[src/hw/rtl/slcenc_pkg.sv]
package slcenc_pkg;

  localparam int unsigned MAX_DATA_BYTES = 8;
  localparam int unsigned CountW         = 4;
  localparam int unsigned StepW          = 4;

  // program addresses used as jump targets
  localparam logic [StepW-1:0] STEP_STD_IDENT = 4'd6;
  localparam logic [StepW-1:0] STEP_DATA      = 4'd10;
  localparam logic [StepW-1:0] STEP_CR        = 4'd12;
  localparam logic [StepW-1:0] STEP_LAST      = STEP_CR;

  localparam logic [7:0] CHAR_STD_DATA = 8'h74;  // 't'
  localparam logic [7:0] CHAR_STD_RTR  = 8'h72;  // 'r'
  localparam logic [7:0] CHAR_EXT_DATA = 8'h54;  // 'T'
  localparam logic [7:0] CHAR_EXT_RTR  = 8'h52;  // 'R'
  localparam logic [7:0] CHAR_CR       = 8'h0D;

  typedef enum logic [2:0] {
    OP_TYPE,
    OP_IDENT,
    OP_LEN,
    OP_DATA_HI,
    OP_DATA_LO,
    OP_CR
  } op_e;

  typedef enum logic [1:0] {
    JC_NONE,
    JC_STD,
    JC_NODATA,
    JC_MORE
  } cond_e;

  typedef struct packed {
    op_e              op;
    logic [2:0]       nib;
    cond_e            cond;
    logic [StepW-1:0] target;
    logic             last;
  } ctrl_word_t;

  typedef struct packed {
    logic is_std;
    logic no_data;
    logic more;
  } dp_status_t;

  function automatic ctrl_word_t ucode(input logic [StepW-1:0] step);
    ctrl_word_t cw;
    cw = '{op: OP_CR, nib: 3'd0, cond: JC_NONE, target: STEP_CR, last: 1'b1};
    unique case (step)
      4'd0:  cw = '{OP_TYPE,    3'd0, JC_STD,    STEP_STD_IDENT, 1'b0};
      4'd1:  cw = '{OP_IDENT,   3'd7, JC_NONE,   STEP_CR,        1'b0};
      4'd2:  cw = '{OP_IDENT,   3'd6, JC_NONE,   STEP_CR,        1'b0};
      4'd3:  cw = '{OP_IDENT,   3'd5, JC_NONE,   STEP_CR,        1'b0};
      4'd4:  cw = '{OP_IDENT,   3'd4, JC_NONE,   STEP_CR,        1'b0};
      4'd5:  cw = '{OP_IDENT,   3'd3, JC_NONE,   STEP_CR,        1'b0};
      4'd6:  cw = '{OP_IDENT,   3'd2, JC_NONE,   STEP_CR,        1'b0};
      4'd7:  cw = '{OP_IDENT,   3'd1, JC_NONE,   STEP_CR,        1'b0};
      4'd8:  cw = '{OP_IDENT,   3'd0, JC_NONE,   STEP_CR,        1'b0};
      4'd9:  cw = '{OP_LEN,     3'd0, JC_NODATA, STEP_CR,        1'b0};
      4'd10: cw = '{OP_DATA_HI, 3'd0, JC_NONE,   STEP_CR,        1'b0};
      4'd11: cw = '{OP_DATA_LO, 3'd0, JC_MORE,   STEP_DATA,      1'b0};
      4'd12: cw = '{OP_CR,      3'd0, JC_NONE,   STEP_CR,        1'b1};
      default: cw = '{OP_CR,    3'd0, JC_NONE,   STEP_CR,        1'b1};
    endcase
    return cw;
  endfunction

  function automatic logic [7:0] hex_char(input logic [3:0] nib);
    logic [7:0] c;
    if (nib < 4'd10) begin
      c = 8'h30 + {4'd0, nib};
    end else begin
      c = 8'h37 + {4'd0, nib};
    end
    return c;
  endfunction

endpackage

[src/hw/rtl/slcenc_datapath.sv]
module slcenc_datapath (
  input  logic                                clk_i,
  input  logic                                load_i,
  input  logic                                is_extended_i,
  input  logic                                is_remote_i,
  input  logic [28:0]                         ident_i,
  input  logic [3:0]                          byte_count_i,
  input  logic [63:0]                         payload_i,
  input  logic                                advance_i,
  input  slcenc_pkg::ctrl_word_t              cw_i,
  output logic [7:0]                          char_o,
  output slcenc_pkg::dp_status_t              status_o
);

  logic [31:0]                    ident_q;
  logic                           ext_q;
  logic                           rtr_q;
  logic [slcenc_pkg::CountW-1:0]  len_q;
  logic [slcenc_pkg::CountW-1:0]  remain_q;
  logic [63:0]                    data_q;
  logic [slcenc_pkg::CountW-1:0]  len_clamped;
  logic [3:0]                     id_nib;

  localparam logic [slcenc_pkg::CountW-1:0] MaxBytes =
    slcenc_pkg::CountW'(slcenc_pkg::MAX_DATA_BYTES);

  assign len_clamped = (byte_count_i > MaxBytes) ? MaxBytes : byte_count_i;

  always_ff @(posedge clk_i) begin
    if (load_i) begin
      // standard frames carry only the low eleven identifier bits
      ident_q  <= is_extended_i ? {3'd0, ident_i} : {21'd0, ident_i[10:0]};
      ext_q    <= is_extended_i;
      rtr_q    <= is_remote_i;
      len_q    <= len_clamped;
      remain_q <= len_clamped;
      data_q   <= payload_i;
    end else if (advance_i && cw_i.op == slcenc_pkg::OP_DATA_LO) begin
      remain_q <= remain_q - 1'b1;
      data_q   <= {data_q[55:0], 8'd0};
    end
  end

  assign id_nib = ident_q[{cw_i.nib, 2'b00} +: 4];

  always_comb begin
    char_o = slcenc_pkg::CHAR_CR;
    case (cw_i.op)
      slcenc_pkg::OP_TYPE: begin
        if (ext_q) begin
          char_o = rtr_q ? slcenc_pkg::CHAR_EXT_RTR : slcenc_pkg::CHAR_EXT_DATA;
        end else begin
          char_o = rtr_q ? slcenc_pkg::CHAR_STD_RTR : slcenc_pkg::CHAR_STD_DATA;
        end
      end
      slcenc_pkg::OP_IDENT:   char_o = slcenc_pkg::hex_char(id_nib);
      slcenc_pkg::OP_LEN:     char_o = slcenc_pkg::hex_char(len_q);
      slcenc_pkg::OP_DATA_HI: char_o = slcenc_pkg::hex_char(data_q[63:60]);
      slcenc_pkg::OP_DATA_LO: char_o = slcenc_pkg::hex_char(data_q[59:56]);
      default:                char_o = slcenc_pkg::CHAR_CR;
    endcase
  end

  assign status_o.is_std  = ~ext_q;
  assign status_o.no_data = (len_q == '0);
  assign status_o.more    = (remain_q > slcenc_pkg::CountW'(1));

endmodule

[src/hw/rtl/slcan_frame_encoder.sv]
// Channel | Direction | Handshake              | Payload
// in      | input     | in_valid_i / in_ready_o   | is_extended, is_remote, ident,
//         |           |                        | byte_count, payload
// out     | output    | out_valid_o / out_ready_i | out_char, last_char (per word)
//
// One character word per step of a 13-step control program, which starts once the
// message is taken: with n the clamped byte count, a message yields 6 + 2n (standard)
// or 11 + 2n (extended) words, at most 27.
// A new message is taken once the carriage return step has run, while that
// last word may still wait in the output register.
// A stalled output holds the program step; reset clears the sequencer state.
module slcan_frame_encoder (
  input  logic        clk_i,
  input  logic        rst_ni,
  input  logic        in_valid_i,
  output logic        in_ready_o,
  input  logic        is_extended_i,
  input  logic        is_remote_i,
  input  logic [28:0] ident_i,
  input  logic [3:0]  byte_count_i,
  input  logic [63:0] payload_i,
  output logic        out_valid_o,
  input  logic        out_ready_i,
  output logic [7:0]  out_char_o,
  output logic        last_char_o
);

  logic                               busy_q, busy_d;
  logic [slcenc_pkg::StepW-1:0]       step_q, step_d;
  logic                               out_valid_q, out_valid_d;
  logic [7:0]                         out_char_q;
  logic                               out_last_q;
  logic                               load;
  logic                               advance;
  logic                               jump;
  logic [7:0]                         dp_char;
  slcenc_pkg::ctrl_word_t             cw;
  slcenc_pkg::dp_status_t             status;

  assign cw         = slcenc_pkg::ucode(step_q);
  assign in_ready_o = ~busy_q;
  assign load       = in_valid_i & ~busy_q;
  assign advance    = busy_q & (~out_valid_q | out_ready_i);

  slcenc_datapath u_datapath (
    .clk_i         (clk_i),
    .load_i        (load),
    .is_extended_i (is_extended_i),
    .is_remote_i   (is_remote_i),
    .ident_i       (ident_i),
    .byte_count_i  (byte_count_i),
    .payload_i     (payload_i),
    .advance_i     (advance),
    .cw_i          (cw),
    .char_o        (dp_char),
    .status_o      (status)
  );

  always_comb begin
    unique case (cw.cond)
      slcenc_pkg::JC_STD:    jump = status.is_std;
      slcenc_pkg::JC_NODATA: jump = status.no_data;
      slcenc_pkg::JC_MORE:   jump = status.more;
      default:               jump = 1'b0;
    endcase
  end

  always_comb begin
    busy_d      = busy_q;
    step_d      = step_q;
    out_valid_d = out_valid_q;
    if (out_ready_i) begin
      out_valid_d = 1'b0;
    end
    if (load) begin
      busy_d = 1'b1;
      step_d = '0;
    end else if (advance) begin
      out_valid_d = 1'b1;
      step_d      = jump ? cw.target : step_q + 1'b1;
      // drop busy after the carriage return
      if (cw.last) begin
        busy_d = 1'b0;
      end
    end
  end

  always_ff @(posedge clk_i or negedge rst_ni) begin
    if (!rst_ni) begin
      busy_q      <= 1'b0;
      step_q      <= '0;
      out_valid_q <= 1'b0;
    end else begin
      busy_q      <= busy_d;
      step_q      <= step_d;
      out_valid_q <= out_valid_d;
    end
  end

  always_ff @(posedge clk_i) begin
    if (advance) begin
      out_char_q <= dp_char;
      out_last_q <= cw.last;
    end
  end

  assign out_valid_o = out_valid_q;
  assign out_char_o  = out_char_q;
  assign last_char_o = out_last_q;

  a_load_starts: assert property (@(posedge clk_i) disable iff (!rst_ni)
    (in_valid_i && in_ready_o) |=> (busy_q && step_q == '0))
    else $error("message accepted without restarting the program");

  a_step_range: assert property (@(posedge clk_i) disable iff (!rst_ni)
    busy_q |-> (step_q <= slcenc_pkg::STEP_LAST))
    else $error("program step out of range");

  a_cr_ends: assert property (@(posedge clk_i) disable iff (!rst_ni)
    (advance && cw.last) |=> (!busy_q && out_valid_q && out_last_q
                              && out_char_q == slcenc_pkg::CHAR_CR))
    else $error("carriage return did not close the message");

  a_no_adv_stall: assert property (@(posedge clk_i) disable iff (!rst_ni)
    (out_valid_q && !out_ready_i && busy_q) |=> $stable(step_q))
    else $error("program advanced under a stalled output");

endmodule
[config.mk]
export PLATFORM = sky130hd
export DESIGN_NAME = slcan_frame_encoder
export DESIGN_NICKNAME = d
export VERILOG_FILES = /design/src/hw/rtl/slcenc_pkg.sv /design/src/hw/rtl/slcenc_datapath.sv /design/src/hw/rtl/slcan_frame_encoder.sv
export SDC_FILE = /design/constraint.sdc
export NUM_CORES = 1
export LEC_CHECK = 0
export ABC_AREA = 1
export ABC_CLOCK_PERIOD_IN_PS = 9700
export BUFFER_PORTS_ARGS = -buffer_cell sky130_fd_sc_hd__buf_2
export CORE_MARGIN = 2
export CORE_UTILIZATION = 25
export DETAILED_ROUTE_END_ITERATION = 10
export GPL_TIMING_DRIVEN = 0
export PLACE_DENSITY = 0.5
export SLEW_MARGIN = 20
export SYNTH_ARGS = -nofsm -noshare
export SYNTH_HDL_FRONTEND = slang
export SYNTH_HIERARCHICAL = 1
export SYNTH_SLANG_ARGS = --single-unit
[constraint.sdc]
create_clock -name clk_i -period 9.7 [get_ports clk_i]
set_input_delay 0 -clock clk_i [delete_from_list [all_inputs] [get_ports clk_i]]
set_output_delay 0 -clock clk_i [all_outputs]
set_load 0.02 [all_outputs]
* Yosys cells after proc, flatten, opt, wreduce, memory -nomap -nowiden *
Memories as Yosys holds them, arrays and structs flattened.
Cells that the tools add are included.

storage, ports and cells
  latch bits = 0
  memories = 1
  input port bits = 103
  bits in registers = 121
  ROM bits = 192
  word-level logic and storage cells = 73
  RAM bits = 0

memory list
  memory           depth  bits a word  rd ports  clocked after memory_dff  wr ports  RTL line          RTL
  (no name shown)  16     12           1         0                         0         slcenc_pkg.sv:52  unique case (step)

cells by class
  magnitude comparators = 6
  multipliers = 0
  equality and inequality tests = 7
  multiplexer cells = 23
  bitwise operators = 6
  $add $sub $neg = 10
  reduce and logical (&&, ||, !) cells = 7
  divide/modulo/power cells = 0
  shift operators = 1

operators with widths
  kind                 count
  $mux 64              2
  $add 6x4->7 const A  8
  $mux 8               5
  $pmux 8 s5           1
  $shiftx 32x6->4      1
  $mux 4               6
  $lt 4x4->1 const B   4
  $eq 3x2->1 const B   2
  $mux 1               6
  $mux 3               2
  $reduce_bool 2->1    3
  $add 4x1->4 const B  1
  $eq 2x2->1 const B   2
  $gt 4x1->1 const B   1
  $gt 4x4->1 const B   1
  $logic_not 4->1      1
  $sub 4x1->4 const B  1
  $eq 3x1->1 const B   1
  $eq 3x3->1 const B   1
  $logic_not 3->1      1
  $not 1->1            3
  $pmux 1 s3           1
  $and 1x1->1          2
  $eq 2x1->1 const B   1
  other kinds (3)      3

* Longest topological paths before layout *
Gate-level depths: netlist of the first run.

  word-level depth = 6
  depth in mapped cells = 17

* Modules after synthesis *
Netlist of the first run, hierarchy kept.

by module, submodules not included
  module               instances  area an instance (sq um)  cells each  sequential area each (sq um)
  slcenc_datapath      1          5026.1                    555         3093.0
  slcan_frame_encoder  1          843.3                     92          420.4

* Worst setup path before layout of the first run *
Ideal clock, no wire load.

  path type = register to register
  from = register busy_q
  to = register u_datapath.data_q[0] (enable)
  setup slack = 5.940 ns
  arrival = 3.332 ns
  library setup time = 0.428 ns
  cell stages (with the launch flop) = 8
  cells stage by stage = dfrtp_1 inv_1 nand2_1 inv_1 clkbuf_1 inv_2 clkbuf_1 nand2_1

between the ends
  word-level cells in the longest chain between the ends = 3
  elaborated cells on any way between the ends = 5

ends and longest elaborated chain
  element                      RTL line                   RTL
  from (decl)                  slcan_frame_encoder.sv:28  logic busy_q, busy_d;
  from (signal assigned)       slcan_frame_encoder.sv:94  busy_q <= busy_d;
  $not 1->1                    --
  named net in_ready_o         slcan_frame_encoder.sv:16  output logic in_ready_o,
  $and 1x1->1                  slcan_frame_encoder.sv:42  assign load = in_valid_i & ~busy_q;
  $reduce_bool 2->1 (no line)  --
  to (signal assigned)         slcenc_datapath.sv:37      data_q <= payload_i;
  to (signal assigned)         slcenc_datapath.sv:40      data_q <= {data_q[55:0], 8'd0};
  to (decl)                    slcenc_datapath.sv:20      logic [63:0] data_q;

The timed path passes the listed nets, and every way through them passes these cells.
A chain may end at the register's enable or synchronous reset.

==> results of run 1 <==
[critical path, cell delays in order (launching register included)]
cell,delay (ns)
dfrtp_1,0.45
inv_1,0.16
ha_1,0.16
nand2_1,0.07
nor2_1,0.18
nor2_1,0.12
inv_1,0.10
nand2_1,0.12
nor2_1,0.38
nand2_1,0.17
nand2_4,0.34
buf_16,0.29
[registers in the layout, indices dropped and copies added (netlist names)]
signal / flops
busy_q: 1
out_char_o: 8
last_char_o: 1
u_datapath/ident_q: 29
u_datapath/remain_q: 4
u_datapath/rtr_q: 1
u_datapath/len_q: 4
out_valid_o: 1
u_datapath/ext_q: 1
u_datapath/data_q: 64
step_q: 4
[where the power goes]
| part | total (uW) | switching [uW] | internal (uW) |
|---|---|---|---|
| combinational | 783 | 509 | 274 |
| clock | 635 | 252 | 384 |
| sequential | 736 | 35.0 | 701 |
| total | 2150 | 796 | 1360 |
[worst min path at each step]
stage                    start  cells after the start  slack [ns]                    end
CTS                 ident_i[1]                      2        0.27  u_datapath/ident_q[1]
global route        ident_i[1]                      2        0.28  u_datapath/ident_q[1]
detailed placement      rst_ni                      1       -0.17                 busy_q
global placement        rst_ni                      1       -0.16            out_valid_o
finish              ident_i[1]                      2        0.29  u_datapath/ident_q[1]
floorplan               rst_ni                      0       -0.30                 busy_q
[layout by cell type (no fill, tap or decap), types with 3 or more instances in the layout]
cell type,instances
a21oi_1,7
buf_1,3
buf_2,116
clkbuf_1,12
clkbuf_16,17
clkinv_4,6
dfrtp_1,6
dlygate4sd3_1,104
edfxtp_1,112
ha_1,11
inv_1,77
inv_2,12
inv_6,4
nand2_1,263
nand2_2,5
nand2_4,4
nand3_1,39
nand3_2,4
nand4_1,4
nor2_1,30
nor3_1,3
o21ai_0,15
o21ai_1,13
o22ai_1,4
[metal layers]
metal	global-route usage [%]	vias to the layer above	wire [um]
met5	0	-	0
li1	-	2555	-
met2	21.6	98	7270
met4	4.85	0	296
met1	14.4	2244	6240
met3	3.33	24	656
[final cells by class]
| class | instances | area (um^2) | area share, % |
|---|---|---|---|
| Sequential cell | 118 | 3510 | 41.3 |
| Clock inverter | 15 | 168 | 1.97 |
| Clock buffer | 17 | 425 | 5.00 |
| Inverter | 90 | 343 | 4.03 |
| Tap cell | 319 | 399 | 4.69 |
| Buffer | 22 | 109 | 1.28 |
| Multi-Input combinational cell | 415 | 1900 | 22.4 |
| Timing Repair Buffer | 219 | 1650 | 19.4 |
[per-stage QoR]
stage	cells	setup slack [ns]	util, %
global route	1215	6.55	36.6
floorplan	645	5.94	-
detailed placement	1079	6.89	29.6
global placement	1077	4.65	29.3
finish	1215	6.84	36.6
CTS	1215	6.87	36.6
==> results.md, run 1 <==
* Post-CTS Setup Inserts at 0
* Resized Gates After CTS at 0
* Gate Count Post-Synth at 645
* Pin count of the biggest net entering global routing at 46
* RSZ-0062 raised after global routing: no
* Final Skew at around 0.011 ns
* Setup crit start: step_q[0]
* Area of the core at 0.0233 mm^2
* Fin. Hold Viols at 0
* Num CTS Buffers at 17
* Initial antenna violation count at 0
* Clock root cell: clkbuf_16
* Full die area at 0.0247 mm^2
* DRT iter0 DRCs at 288
* Setup Crit Path Kind: reg2reg
* Drt pass-1 iters at 4
* Critical path peak fanout at 45
* Max Slew Vio Count at 0
* P per Cell Area at 253 mW/mm^2
* Vias post-DR at 4,921
* Critical path launch point type: register
* Peak VDD IR at 0.113 mV
* Die width at 157 um
* CP arrival at around 3.0 ns
* Worst min-delay path class: in2reg
* Standard-cell rows at 56
* Sink Count at between 100 and 150
* WHS at between 0.2 and 0.3 ns
* Syn nets at roughly 760
* Post-CTS Hold Buffers at about 100
* Final setup fails at 0
* Clk Latency, worst-skew pair at between 0.4 and 0.5 ns
* Final Cell Area at 0.00852 mm^2
* Initial core utilization at about a quarter
* CTS tree: built
* Antenna-violating nets left at 0
* Gr ovfl total at 0
* Antenna diodes at 0
* Vias in the first global route at 4,960
* GRT Overall Usage at between 10% and 20%
* Port bufs at approximately 110
* Routability cong. at between 0.8 and 0.9
* Crit path time final at approximately 2.9 ns
* Slew @ Worst Pin at between 0.5 and 0.6 ns
* Reg2Reg Capture Point: u_datapath/data_q[2]
* H-tree depth reported by CTS at 4
* Global-route wire length before repair at between 20,000 and 25,000 um
* Relative slew slack at approximately three fifths
* Dpl hpwl at around 10000 um
* Die Ht at approximately 160 um
* Netlist Area Pre-Place at around 0.006 mm^2
* Max Freq at ~0.35 GHz
* Max-cap viol count at 0
* Outcome: complete, no violations
* Cell area after placement at 0.00688 mm^2
* P_leak at about 0.0039 uW
* Tot Pwr at 2150 uW
* I/O Pins at 114
* CP endpoint: u_datapath/data_q[2]
* Share of cells above drive strength 1 at between 20% and 30%
* Reg2Reg Depth at 11
* WL final at roughly 14,000 um
* Fin crit share at 29.5%
* CP endpoint kind: register
* Clock slew at reported path FFs at 0.06 ns
* Final net count at 997
* Area growth from synthesis to layout at 45.3%
* Setup TNS at 0 ns
* Fillcell total at around 2,400
* Vias/cell at 4.05
* Reg2reg setup slack at between 6 and 7 ns
* Post-route DRC at 0
* Syn avg cell area at around 9.1 um^2
* Yosys Warn Count at 6
* WL/cell at around 12 um
* Reg2Reg Launch Point: step_q[0]
* Clk buf depth at 2
* CP Data Required Time at approximately 9.8 ns
Note: power is estimated with default switching activity, not from simulation.
==> run 2, diff against run 1 <==
ABC_CLOCK_PERIOD_IN_PS = 2800   (was 9700)
clock period = 2.8 ns   (was 9.7 ns; I/O delays follow)
==> run 2 against run 1 <==
Via count up 0.35%. Critical endpoint is now out_char_o[4]. Wire length increased by 2.9%. Cell area down 0.10%.
==> results.md, run 2 (synthesis gave the netlist of run 1 again) <==
* Outcome: complete, no violations
* Num CTS Buffers at 17
* DRT iter0 DRCs at ~280
* CP endpoint kind: register
* Clk buf depth at 2
* Max Freq at slightly below 0.4 GHz
* Max Slew Vio Count at 0
* Vias in the first global route at approximately 5,000
* Dpl hpwl at ~10000 um
* Peak VDD IR at 0.371 mV
* Die Ht at around 160 um
* Core Util, Final at between 30% and 40%
* P per Cell Area at between 800 and 900 mW/mm^2
* Initial antenna violation count at 1
* Max reg flops at 64
* I/O Pins at approximately 110
* Sink Count at approximately 120
* Final setup fails at 0
* Pin count of the biggest net entering global routing at slightly below 70
* CP arrival at around 2.8 ns
* Die width at roughly 160 um
* Most flops, register: u_datapath/data_q
* Share of cells above drive strength 1 at 20.9%
* Relative slew slack at between 30% and 40%
* Commonest non-fill, non-tap cell in the layout: nand2_1
* Fin crit share at 92.9%
* H-tree depth reported by CTS at 4
* Clock root cell: clkbuf_16
* Drt pass-1 iters at 4
* WL/cell at 12.2 um
* Final net count at approximately 1,000
* Critical path peak fanout at 9
* Area of the core at about 0.023 mm^2
* Global-route wire length before repair at 24,100 um
* CP Data Required Time at between 2 and 3 ns
* Initial core utilization at roughly a quarter
* Vias post-DR at 4,938
* Port bufs at 113
* Max-cap viol count at 0
* Antenna-violating nets left at 0
* Full die area at roughly 0.025 mm^2
* Vias/cell at approximately 4.1
* Post-route DRC at 0
* GRT Overall Usage at about an eighth
* Hold-critical path depth at 2
* Worst min-delay path class: in2reg
* Commonest cells after routing, fill and taps aside: nand2_1 (262), buf_2 (115), edfxtp_1 (112)
* Clk Latency, worst-skew pair at 0.42 ns
* Routability cong. at 0.814
* Non-Filler Instances at 1,217
* Standard-cell rows at 56
* Clock slew at reported path FFs at roughly 0.06 ns
* Reg2Reg Depth at 16
* Gr ovfl total at 0
* Final Skew at about 0.012 ns
* CTS tree: built
* Setup Crit Path Kind: reg2reg
* Area growth from synthesis to layout at 45.1%
* WL final at roughly 15,000 um
* Slew @ Worst Pin at between 0.9 and 1 ns
* Fin. Hold Viols at 0
* Crit path time final at roughly 2.6 ns
* P_leak at ~0.0039 uW
* Inst Count DP at between 1,000 and 1,500
* Critical path launch point type: register
[run 2: cell count changes in the layout (fill, tap and decap cells not counted), sizes merged]
| cell | change |
|---|---|
| nand2 | +1 |
| dlygate4sd3 | -1 |
| clkinvlp | +3 |
| inv | +2 |
| diode | +2 |
| bufinv | -1 |
| clkinv | -4 |
[run 2: area by class of cell]
| class | instances | area [um^2] |
|---|---|---|
| repair buffers | 218 | 1620 |
| inverters | 90 | 345 |
| flip-flops and latches | 118 | 3510 |
| well taps | 319 | 399 |
| clock inverters | 15 | 144 |
| clock buffers | 17 | 425 |
| multi-input cells | 416 | 1940 |
| diodes | 2 | 5.00 |
| plain buffers | 22 | 111 |
| fillers | 2381 | 14800 |
[run 2: power by group]
part	internal, uW	switching (uW)	total, uW
Combinational	962	1820	2780
Clock	1240	887	2130
Sequential	2430	120	2550
[run 2: per-layer routing]
metal,GRT usage (%),share of wire [%]
met5,0,0
met3,3.66,4.5
met4,5.15,2.0
met2,21.6,50
met1,14.7,44
[run 2: critical path, cell delays in order, from the launching register on]
cell and delay [ns]:
dfrtp_2 0.43, inv_1 0.14, ha_1 0.24, inv_1 0.11, nor2_1 0.05, buf_4 0.17
inv_4 0.11, o21ai_1 0.08, o21ai_1 0.16, nand2_1 0.07, nand2_1 0.15, inv_2 0.05
ha_1 0.21, nand2_1 0.08, nand3_1 0.11, nand2_1 0.08, nand3_1 0.09
[run 2: what timing repair did]
action	CTS	global route
pin swaps	0	1
gates cloned	0	1
resized for setup	1	7
buffers inserted	0	1
endpoints found under the hold margin	110	0
setup endpoints to repair	68	72
hold buffers	103	0
[run 2: path summary, 6_finish.rpt]
| kind | slack (ns) | endpoint | from |
|---|---|---|---|
| worst max-delay path | 0.20 | out_char_o[4] | step_q[0] |
| worst min-delay path | 0.30 | u_datapath/ident_q[6] | ident_i[6] |
| worst max register to register | 0.20 | out_char_o[4] | step_q[0] |
| worst min register to register | 0.51 | u_datapath/data_q[32] | u_datapath/data_q[24] |
| max in group asynchronous | 2.05 | step_q[0] | rst_ni |
| min in group asynchronous | 0.51 | step_q[1] | rst_ni |
[run 2: through the flow]
stage	power (uW)	setup slack, ns	area [um^2]	TNS [ns]	hold slack (ns)
after CTS	7470	0.00794	8460	0	0.273
final	7460	0.198	8510	0	0.298
after detailed placement	5210	-0.184	6850	-12.30	-0.160
after global routing	8010	-0.0175	8500	-0.0175	0.291
after floorplan	4450	0.00711	5870	0	-0.296
after global placement	5170	-0.772	6830	-58.16	-0.163
==> run 3, diff against run 2 <==
ABC_AREA = unset   (was 1)
CORE_UTILIZATION = 55   (was 25)
PLACE_DENSITY = 0.88   (was 0.5)
==> run 3 against run 2 <==
The run now ends with negative setup slack left. Final cell count down 32%. Combinational power up 29%. Worst setup slack worse by 0.29 ns. Register-to-register slack worse by 0.29 ns. Clock power up 9.9%. Wire length up 32%. Critical path type unchanged. Largest power group unchanged. Highest routed layer unchanged.
==> results.md, run 3 <==
* Top Metal Used: met4
* I/O Pins at about 110
* CP endpoint kind: register
* Gr ovfl total at 0
* Final Skew at between 0.01 and 0.015 ns
* PnR worst setup slack at -0.0920 ns
* Fillcell total at roughly 460
* Die Ht at 107 um
* WL/cell at 23.6 um
* Core Util, Final at about 83%
* Metal-1 WL at 6530 um
* Max Freq at roughly 0.35 GHz
* Outcome: finished, violations left
* Dpl hpwl at between 7000 and 8000 um
* RSZ-0062 raised after global routing: yes
* Fin crit share at 103%
* Antenna diodes at 0
* Share of cells above drive strength 1 at between 30% and 40%
* Clock slew at reported path FFs at 0.06 ns
* Standard-cell rows at 37
* Peak VDD IR at ~0.6 mV
* Pin count of the biggest net entering global routing at 35
* Port bufs at 113
* Final net count at between 700 and 800
* Antenna-violating nets left at 0
* Met3 routed WL at about 2000 um
* Slew @ Worst Pin at 1.01 ns
* Max Slew Vio Count at 0
* Vias in the first global route at 4,874
* GRT Overall Usage at about a third
* WL final at slightly below 20,000 um
* Vias/cell at 6.03
* Critical path launch point type: register
* Fin. Hold Viols at 0
* Clk buf depth at 2
* Die width at approximately 110 um
* Routability cong. at 0.867
* Relative slew slack at around a third
* Cell area after placement at 0.00656 mm^2
* Area of the core at roughly 0.01 mm^2
* Syn avg cell area at around 14 um^2
* Clock root cell: clkbuf_8
* Area growth from synthesis to layout at 46.7%
* Setup TNS at -0.218 ns
* Setup Crit Path Kind: reg2reg
* Global-route wire length before repair at between 20,000 and 30,000 um
* Syn nets at 531
* CP Data Required Time at roughly 3.2 ns
* Netlist Area Pre-Place at approximately 0.0058 mm^2
* WHS at between 0.15 and 0.2 ns
* Commonest non-fill, non-tap cell in the layout: buf_2
* Violated checks: negative setup slack
* Full die area at ~0.011 mm^2
* Most flops, register: u_datapath/data_q
* Pre-CTS setup slack at -0.605 ns
* Reg2reg setup slack at -0.09 ns
* Num CTS Buffers at 17
* Worst min-delay path class: in2reg
* P per Cell Area at 1000 mW/mm^2
* Max reg flops at between 60 and 70
* Final Cell Area at approximately 0.0085 mm^2
* Crit path time final at between 2 and 3 ns
* P_leak at approximately 0.0034 uW
* Met2 WL at 10,000 um
* Max-cap viol count at 0
* Initial core utilization at between 50% and 60%
* Initial antenna violation count at 0
* DRT iter0 DRCs at ~690
* H-tree depth reported by CTS at 4
* CTS tree: built
* Vias post-DR at just over 5,000
* Sink Count at about 120
* Drt pass-1 iters at 6
* Post-route DRC at 0
* Gate Count Post-Synth at 417
* Commonest cells after routing, fill and taps aside: buf_2 (114), edfxtp_1 (112), dlygate4sd3_1 (111)
* Critical path peak fanout at 10
* Clk Latency, worst-skew pair at roughly 0.54 ns
* CP arrival at approximately 3.3 ns
* Final setup fails at 4
* Yosys Warn Count at 6
==> run 3: worst max-delay path, stage by stage, from the launching register on <==
cell and delay (ns):
dfrtp_1 0.40, buf_2 0.21, nor2_1 0.19, buf_6 0.18
mux4_2 0.54, mux2i_4 0.31, ha_4 0.22, nand4_1 0.15
mux2_2 0.35, o22ai_1 0.16
==> run 3: layer usage <==
layer	up-vias	GRT usage [%]
li1	2104	-
met1	2369	37.0
met2	438	57.4
met3	115	8.27
met4	0	12.6
met5	-	0
==> run 3: worst paths after layout <==
kind,startpoint,endpoint,cells past startpoint
max,step_q[3],out_char_o[2],9
min,ident_i[1],u_datapath/ident_q[1],2
max reg2reg,step_q[3],out_char_o[2],9
min reg2reg,step_q[0],step_q[0],1
max in group asynchronous,rst_ni,step_q[0],3
min in group asynchronous,rst_ni,step_q[3],3
==> run 3: layout make-up <==
cell class	instances	area [um^2]	share of cell area, %
Sequential cell	118	3510	41.3
Inverter	17	63.8	0.750
Clock inverter	15	203	2.38
Multi-Input combinational cell	262	2170	25.5
Clock buffer	17	414	4.86
Tap cell	136	170	2.00
Buffer	22	134	1.57
Timing Repair Buffer	246	1840	21.6
==> run 3: what timing repair did <==
action / in CTS / in global routing
endpoints found under the setup margin: 86 / 74
cloned: 2 / 0
hold endpoints to repair: 109 / 0
hold buffers: 111 / 0
pin swaps: 0 / 5
buffers inserted: 0 / 22
gates resized for setup: 4 / 13
==> run 3: where the power goes <==
group	total (uW)	switching [uW]	leakage, uW	internal, uW
Combinational	3590	2050	0.00196	1530
Sequential	2600	176	0.00110	2420
Clock	2340	884	0.000300	1450
Total	8520	3110	0.00335	5410
==> run 3: stage by stage <==
step | instances | power, uW
floorplan | 417 | 4510
global placement | 666 | 5000
detailed placement | 666 | 5130
CTS | 811 | 7570
global route | 833 | 8710
finish | 833 | 8520
